## src/binary_field_multiplier_top_macros.svh

```systemverilog
// Assertion macros for the binary field multiplier.
// Taken in by binary_field_multiplier_top; depends on a clk and rst_n in scope.
`ifndef BINARY_FIELD_MULTIPLIER_TOP_MACROS_SVH
`define BINARY_FIELD_MULTIPLIER_TOP_MACROS_SVH

// Same-cycle implication, checked outside reset.
`define BFM_ASSERT_IMP(lbl, ante, cons, msg) \
  lbl: assert property (@(posedge clk) disable iff (!rst_n) (ante) |-> (cons)) \
    else $error(msg);

// Next-cycle implication, checked outside reset.
`define BFM_ASSERT_NXT(lbl, ante, cons, msg) \
  lbl: assert property (@(posedge clk) disable iff (!rst_n) (ante) |=> (cons)) \
    else $error(msg);

`endif

```

## src/bfm_pkg.sv

```systemverilog
// Shared types and constants for the binary field multiplier.
// No dependencies; used by bfm_clmul64, bfm_fold and the top level.
package bfm_pkg;

  localparam int WORD_W = 64;
  localparam int NWORDS = 4;
  localparam int NPROD  = 2 * NWORDS;

  typedef logic [WORD_W-1:0]   word_t;
  typedef logic [2*WORD_W-1:0] dword_t;
  typedef word_t [NWORDS-1:0]  elem_t;
  typedef word_t [NPROD-1:0]   prod_t;
  typedef logic [1:0]          func_t;

  localparam func_t FUNC_128  = 2'd0;
  localparam func_t FUNC_192  = 2'd1;
  localparam func_t FUNC_256  = 2'd2;
  localparam func_t FUNC_RSVD = 2'd3;

  typedef struct packed {
    logic  vld;
    func_t func;
  } ctl_t;

endpackage

```

## src/bfm_fold.sv

```systemverilog
// Field reduction: folds the high product words down, top word first.
// Depends on bfm_pkg for word, product and field select types.
module bfm_fold (
  input  bfm_pkg::func_t func,
  input  bfm_pkg::prod_t d_in,
  output bfm_pkg::elem_t c
);

  // x^7 + x^2 + x + 1
  function automatic bfm_pkg::word_t down_small(bfm_pkg::word_t w);
    return w ^ (w << 1) ^ (w << 2) ^ (w << 7);
  endfunction

  function automatic bfm_pkg::word_t up_small(bfm_pkg::word_t w);
    return (w >> 63) ^ (w >> 62) ^ (w >> 57);
  endfunction

  // x^10 + x^5 + x^2 + 1
  function automatic bfm_pkg::word_t down_256(bfm_pkg::word_t w);
    return w ^ (w << 2) ^ (w << 5) ^ (w << 10);
  endfunction

  function automatic bfm_pkg::word_t up_256(bfm_pkg::word_t w);
    return (w >> 62) ^ (w >> 59) ^ (w >> 54);
  endfunction

  always_comb begin
    bfm_pkg::prod_t d;
    d = d_in;
    c = '0;
    case (func)
      bfm_pkg::FUNC_128: begin
        for (int k = 3; k >= 2; k--) begin
          d[k-2] = d[k-2] ^ down_small(d[k]);
          d[k-1] = d[k-1] ^ up_small(d[k]);
        end
        c[0] = d[0];
        c[1] = d[1];
      end
      bfm_pkg::FUNC_192: begin
        for (int k = 5; k >= 3; k--) begin
          d[k-3] = d[k-3] ^ down_small(d[k]);
          d[k-2] = d[k-2] ^ up_small(d[k]);
        end
        c[0] = d[0];
        c[1] = d[1];
        c[2] = d[2];
      end
      bfm_pkg::FUNC_256: begin
        for (int k = 7; k >= 4; k--) begin
          d[k-4] = d[k-4] ^ down_256(d[k]);
          d[k-3] = d[k-3] ^ up_256(d[k]);
        end
        c[0] = d[0];
        c[1] = d[1];
        c[2] = d[2];
        c[3] = d[3];
      end
      default: begin
        c = '0;
      end
    endcase
  end

endmodule
```

## config.mk

```make
export PLATFORM = sky130hd
export DESIGN_NAME = bfm_fold
export DESIGN_NICKNAME = d
export VERILOG_FILES = /design/src/binary_field_multiplier_top_macros.svh /design/src/bfm_pkg.sv /design/src/bfm_fold.sv
export SDC_FILE = /design/constraint.sdc
export NUM_CORES = 1
export LEC_CHECK = 0
export ABC_AREA = 1
export BUFFER_PORTS_ARGS = -buffer_cell sky130_fd_sc_hd__clkbuf_2
export CORE_AREA = 2 2 297 299
export DETAILED_ROUTE_END_ITERATION = 12
export DIE_AREA = 0 0 299 301
export PLACE_DENSITY = 0.51
export SYNTH_ARGS = -nofsm -noshare
export SYNTH_HDL_FRONTEND = slang
export SYNTH_SLANG_ARGS = --single-unit
```

## constraint.sdc

```tcl
create_clock -name vclk -period 3.6
set_clock_uncertainty 0.05 [all_clocks]
set_input_delay 0.18 -clock vclk [all_inputs]
set_output_delay 0.18 -clock vclk [all_outputs]
set_load 0.005 [all_outputs]
```

# [Word-level counts from Yosys, hierarchy flattened]
# Cells that the tools add are included.
# Widths: inputs -> output; s select.
[word_totals] register_bits=0
[classes] n_eq_ne=2 mux=3 n_bitwise=63 reduce_logical=1
[op_table] op="$xor 64x64->64" count=39
[op_table] op="$pmux 128 s3" count=1
[op_table] op="$xor 64x7->64" count=5
[op_table] op="$xor 64x10->64" count=3
[op_table] op="$pmux 64 s2" count=1
[op_table] op="$mux 64" count=1
[op_table] op="$xor 2x7->7" count=5
[op_table] op="$xor 2x5->5" count=4
[op_table] op="$xor 5x10->10" count=2
[op_table] op="$xor 1x2->2" count=5
[op_table] op="$eq 2x1->1 const B" count=1
[op_table] op="$eq 2x2->1 const B" count=1
[op_table] op="$logic_not 2->1" count=1

# [Longest topological paths before layout]
# Gate-level depths: netlist of run 1.
[logic_depth] word_depth=8 depth_mapped=15

# [Worst setup path before layout of run 1]
# OpenSTA, ideal clock, no wires.
[synth_timing] path_type="input to output" from="input func[0]" to="output c[180] (netlist name)" arrival_time_ps=1461 path_slack_ps=1909 path_stages=8 cell_sequence="inv_1 ha_1 clkbuf_1 inv_1 buf_2 buf_2 clkbuf_1 nor2_1"
[synth_rtl] item="from (decl)" line_no="bfm_fold.sv:4" rtl="input bfm_pkg::func_t func,"
[synth_rtl] item="to (decl)" line_no="bfm_fold.sv:6" rtl="output bfm_pkg::elem_t c"

==> reports/summary.txt, run 1 <==
Status -> completed
Ordered list of cells on the worst path -> clkbuf_2, inv_1, ha_4, buf_12, buf_4, nand3_1, a21oi_1, clkbuf_2
Peak per-stage delay on the critical path -> 0.49 ns
Ports placed on the boundary -> 770
Fill count -> 9745
Number of port buffers -> 770
Post-synthesis cell count -> 3855
Via count -> 26.63k
CP delay by family, top -> buffers and inverters
Detailed-router iteration count before antenna repair -> 5
Most frequent cell on the critical path -> sky130_fd_sc_hd__clkbuf_2
Area enclosed by the die boundary -> 0.09000 mm2
Class of the worst hold path -> in -> out
Multi-input gate area in the final layout -> 0.02077 mm2
Drt via density -> 4.866
HPWL after detailed placement -> 116500 um
Most numerous cell in the Yosys netlist -> sky130_fd_sc_hd__xnor2_1
Clock buffer cells -> 0
Startpoint class of the critical path -> primary input
Gates resized, CTS repair -> 0
Standard cell with the maximum stage delay on the critical path -> sky130_fd_sc_hd__buf_4
Yosys top cell area share -> 0.2582
Area used by sequential logic in the layout -> 0 um2
Fraction of final layout cells with drive strength greater than 1 -> 0.2148
Hold-fix buffer count after cts -> 0
Worst max-slew margin expressed relative to the limit -> 0.2471
Total Neg Setup Slack -> 0 ns
Overall track demand over capacity in global routing -> 0.2870
Cell variety after synth -> 33
Final Max Tran Viols -> 0
Largest net degree at the start of global routing -> 135
Number of violations reported at the end of detailed-routing iteration 0 -> 2237
Maximum clock frequency -> 0.3738 GHz
Transition time at the pin with the least slew margin -> 1.121 ns
Vias in the first global route -> 24.79k
Arrival time of data at the critical path endpoint -> 2.45 ns
Synth area leader -> sky130_fd_sc_hd__xnor2_1
Die span in x -> 299 um
Crit path time final -> 2.675 ns
Setup violation total in the final timing report -> 0
GPL Wtd Cong -> 1.002
Number of maximum-capacitance constraint violations -> 0
Fin. Hold Viols -> 0
Leading cell types by count after synthesis -> sky130_fd_sc_hd__xnor2_1, sky130_fd_sc_hd__nand2_1, sky130_fd_sc_hd__xor2_1, sky130_fd_sc_hd__a21oi_1, sky130_fd_sc_hd__o21ai_0
Nets -> 4822
RSZ-0062 raised after global routing -> false
Fin crit share -> 0.7431
FFs & Latches -> 0
First-pass GRT wire length -> 186000 um
Req. time, crit path -> 3.37 ns
Sequential-to-total area share from yosys stat -> 0
DRC violations left -> 0
Top fanout value on the critical path -> 134
Post-synthesis instance area -> 0.02364 mm2
Core Area -> 0.08648 mm2
Buffer and inverter count on the worst path -> 5
Worst setup EP type -> primary output
Vertical die dimension -> 301 um
Category of the critical setup timing path -> in -> out
Detail Route Antenna Nets -> 0
Initial standard-cell utilization of the core -> 0.2734
Post-CTS Repair Setup Buffers -> 0
Avg WL per Cell -> 24.89 um
Mean Syn Cell Area -> 6.133 um2
Net count of the mapped netlist -> 4373
Top cells by area, synth -> sky130_fd_sc_hd__xnor2_1, sky130_fd_sc_hd__xor2_1, sky130_fd_sc_hd__nand2_1, sky130_fd_sc_hd__a21oi_1, sky130_fd_sc_hd__o21ai_0
Rows -> 108
Final wirelength -> 136200 um
Area Growth Syn to Fin -> 15.79%
Yosys synthesis warning count -> 0
GRT Residual Overflow -> 0
Number of antenna violations at the first check in global routing -> 19
## metal layers
layer | vias to the layer above | track usage | wire length, um
met5 | - | 0 | 46
met3 | 168 | 0.03781 | 9999
met1 | 12240 | 0.3764 | 57850
met4 | 8 | 0.08940 | 4649
li1 | 13000 | - | -
met2 | 1218 | 0.4862 | 63660
## placed cells by master (no fill, tap or decap), drive strengths merged
master,n
a21o,45
a21oi,388
a31oi,4
buf,21
clkbuf,770
clkinv,2
diode,16
ha,4
inv,269
nand2,655
nand2b,1
nand3,290
nand4,3
nor2,180
o21a,3
o21ai,346
or2,83
xnor2,727
xor2,511
## kinds of logic after synthesis
group | synth area share
AO/OA/AOI/OAI | 0.1723
buffers and inverters | 0.1232
adder cells (fa/ha/maj) | 0.002117
AND/OR/NAND/NOR | 0.2199
XOR/XNOR | 0.4824
## stage by stage
step	cell area, um2	worst slack [ns]	hold WS (ns)	cells	util
6_report	27380	0.9247	0.6236	5473	0.3166
5_1_grt	27360	0.9225	0.6575	5466	0.3163
4_1_cts	27340	1.038	0.6261	5457	0.3161
3_5_place_dp	27340	1.031	0.6248	5457	0.3161
3_3_place_gp	27340	1.040	0.6219	5457	0.3161
2_1_floorplan	23640	1.909	0.3613	3855	-
## worst paths after layout
kind	startpoint	endpoint	slack [ns]	cells after the start
max	func[0]	c[183]	0.92	8
min	d_in[49]	c[49]	0.62	5
## area by class of cell
type                            instances  share of cell area
Antenna cell                           16            0.001463
Inverter                              271             0.03743
Multi-Input combinational cell       3240              0.7586
Tap cell                             1155             0.05279
Timing Repair Buffer                  791              0.1497
==> run 2, diff against run 1 <==
Settings changed: CORE_AREA 2 2 297 299 to 2 2 299 301, DIE_AREA 0 0 299 301 to 0 0 301 303.
Clock period 3.6 ns to 2.7 ns, I/O delays scaled along.
==> run 2 against run 1 <==
Effect of this change: non-clock buffer count grew 47; utilization shrank 0.093 points; cell count grew 0.93%; routed wire length shrank 0.65%; sequential share of layout area is the same; count of clock-buffer cells in the layout is the same; largest cell class unchanged.
==> reports/summary.txt, run 2 (synthesized netlist as in run 1, its figures left out) <==
Worst supply voltage drop on vdd -> 0.1396 mV
Die span in x -> 301 um (+0.67%)
Total Neg Setup Slack -> 0 ns (unchanged)
Gates resized, CTS repair -> 0 (unchanged)
First-pass GRT wire length -> 184800 um (-0.64%)
Detailed-router iteration count before antenna repair -> 6 (+1)
Leading cell type in the layout, fill and taps excluded -> sky130_fd_sc_hd__clkbuf_2
Final wirelength -> 135300 um (-0.65%)
Power density of the placed cells -> 281.5 mW/mm2
Number of maximum-capacitance constraint violations -> 0 (unchanged)
Fin crit share -> 0.8292
Layout Utilization -> 0.3156 (-0.0009260)
Largest net degree at the start of global routing -> 88 (-35%)
Req. time, crit path -> 2.52 ns (-0.85 ns)
Class of the worst hold path -> in -> out
Worst setup EP type -> primary output
Final Max Tran Viols -> 0 (unchanged)
Startpoint class of the critical path -> primary input
Number of antenna violations at the first check in global routing -> 21 (+2)
Top fanout value on the critical path -> 29 (-78%)
Highest-count cells in the layout ignoring fill and taps -> sky130_fd_sc_hd__clkbuf_2, sky130_fd_sc_hd__xnor2_1, sky130_fd_sc_hd__nand2_1, sky130_fd_sc_hd__xor2_1, sky130_fd_sc_hd__a21oi_1
Drt via density -> 4.829 (-0.77%)
Vias in the first global route -> 24.51k (-1.1%)
Cell leakage power -> 13.10 nW
Fraction of final layout cells with drive strength greater than 1 -> 0.2233 (+0.008486)
Setup violation total in the final timing report -> 0 (unchanged)
Category of the critical setup timing path -> in -> out
Status -> completed
Vertical die dimension -> 303 um (+0.66%)
FFs & Latches -> 0 (unchanged)
Ports placed on the boundary -> 770 (unchanged)
Overall track demand over capacity in global routing -> 0.2821 (-0.004943)
Endpoint of the worst setup timing path -> c[37]
Maximum clock frequency -> 0.4467 GHz
Hold-fix buffer count after cts -> 0 (unchanged)
Detail Route Antenna Nets -> 0 (unchanged)
Post-CTS Repair Setup Buffers -> 0 (unchanged)
Rows -> 109 (+0.93%)
Origin of the worst setup path -> func[0]
Initial standard-cell utilization of the core -> 0.2688 (-0.004608)
Area enclosed by the die boundary -> 0.09120 mm2 (+1.3%)
Area used by sequential logic in the layout -> 0 um2 (unchanged)
Crit path time final -> 2.239 ns
Worst max-slew margin expressed relative to the limit -> 0.4214 (+0.1743)
Number of port buffers -> 770 (unchanged)
Nets -> 4869 (+0.97%)
Number of violations reported at the end of detailed-routing iteration 0 -> 2534 (+13%)
Core Area -> 0.08797 mm2 (+1.7%)
Area Growth Syn to Fin -> 17.43%
Transition time at the pin with the least slew margin -> 0.8617 ns (-0.2595 ns)
Clock buffer cells -> 0 (unchanged)
GPL Wtd Cong -> 0.9668 (-3.5%)
HPWL after detailed placement -> 117100 um (+0.51%)
Via count -> 26.67k (+0.16%)
Avg WL per Cell -> 24.50 um (-1.6%)
Arrival time of data at the critical path endpoint -> 2.05 ns (-0.40 ns)
RSZ-0062 raised after global routing -> false
DRC violations left -> 0 (unchanged)
Fin. Hold Viols -> 0 (unchanged)
GRT Residual Overflow -> 0 (unchanged)
## run 2: cell count changes in the layout (fill, tap and decap cells not counted), sizes merged
| cell | delta |
|---|---|
| buf | +47 |
| diode | -6 |
## run 2: worst min path at each step
| stage | start | to | slack (ns) | depth (start not counted) |
|---|---|---|---|---|
| 2_1_floorplan | d_in[444] | c[198] | 0.27 | 1 |
| 3_3_place_gp | d_in[38] | c[38] | 0.53 | 5 |
| 3_5_place_dp | d_in[20] | c[20] | 0.53 | 5 |
| 4_1_cts | d_in[20] | c[20] | 0.53 | 5 |
| 5_1_grt | d_in[8] | c[8] | 0.56 | 4 |
| 6_report | d_in[38] | c[38] | 0.53 | 5 |
## run 2: power breakdown
part           switching, W    internal [W]       total [W]  leakage [nW]
clock network             0  0.000000000498  0.000000000498     0.0000634
registers                 0               0               0             0
logic               0.00489         0.00293         0.00781          13.1
total               0.00489         0.00293         0.00781          13.1
## run 2: metrics by stage
stage | setup slack [ns] | total power (W) | cells | area [um2] | hold slack (ns)
2_1_floorplan | 1.099 | 0.004870 | 3855 | 23640 | 0.2713
3_3_place_gp | 0.4671 | 0.007713 | 5514 | 27740 | 0.5271
3_5_place_dp | 0.4449 | 0.007731 | 5514 | 27740 | 0.5319
4_1_cts | 0.4563 | 0.007770 | 5514 | 27740 | 0.5332
5_1_grt | 0.2260 | 0.008486 | 5522 | 27760 | 0.5591
6_report | 0.4612 | 0.007815 | 5524 | 27760 | 0.5295
## run 2: layer usage
| metal | part of all wire | GRT usage | up-vias |
|---|---|---|---|
| met2 | 0.46 | 0.4775 | 1192 |
| met4 | 0.034 | 0.08197 | 24 |
| met3 | 0.076 | 0.04418 | 165 |
| met1 | 0.43 | 0.3682 | 12190 |
| li1 | - | - | 13100 |
| met5 | 0.0012 | 0 | - |
## run 2: critical path, cell delays in order
cell and delay (ns):
sky130_fd_sc_hd__clkbuf_2 0.13, sky130_fd_sc_hd__inv_1 0.17, sky130_fd_sc_hd__ha_4 0.29, sky130_fd_sc_hd__clkinv_2 0.19, sky130_fd_sc_hd__buf_4 0.29, sky130_fd_sc_hd__a21oi_1 0.17, sky130_fd_sc_hd__o21ai_0 0.09, sky130_fd_sc_hd__nand3_1 0.19
sky130_fd_sc_hd__nand2_1 0.06, sky130_fd_sc_hd__o21ai_0 0.14, sky130_fd_sc_hd__nor2_1 0.05, sky130_fd_sc_hd__clkbuf_2 0.10
## run 2: final cells by class
cell class | instances | area, um2
fill | 9977 | 60200
multi-input combinational | 3240 | 20770
timing repair buffer | 838 | 4489
tap | 1165 | 1458
inverter | 271 | 1025
antenna | 10 | 25.02
No activity file was read; power rests on OpenSTA's default activity.
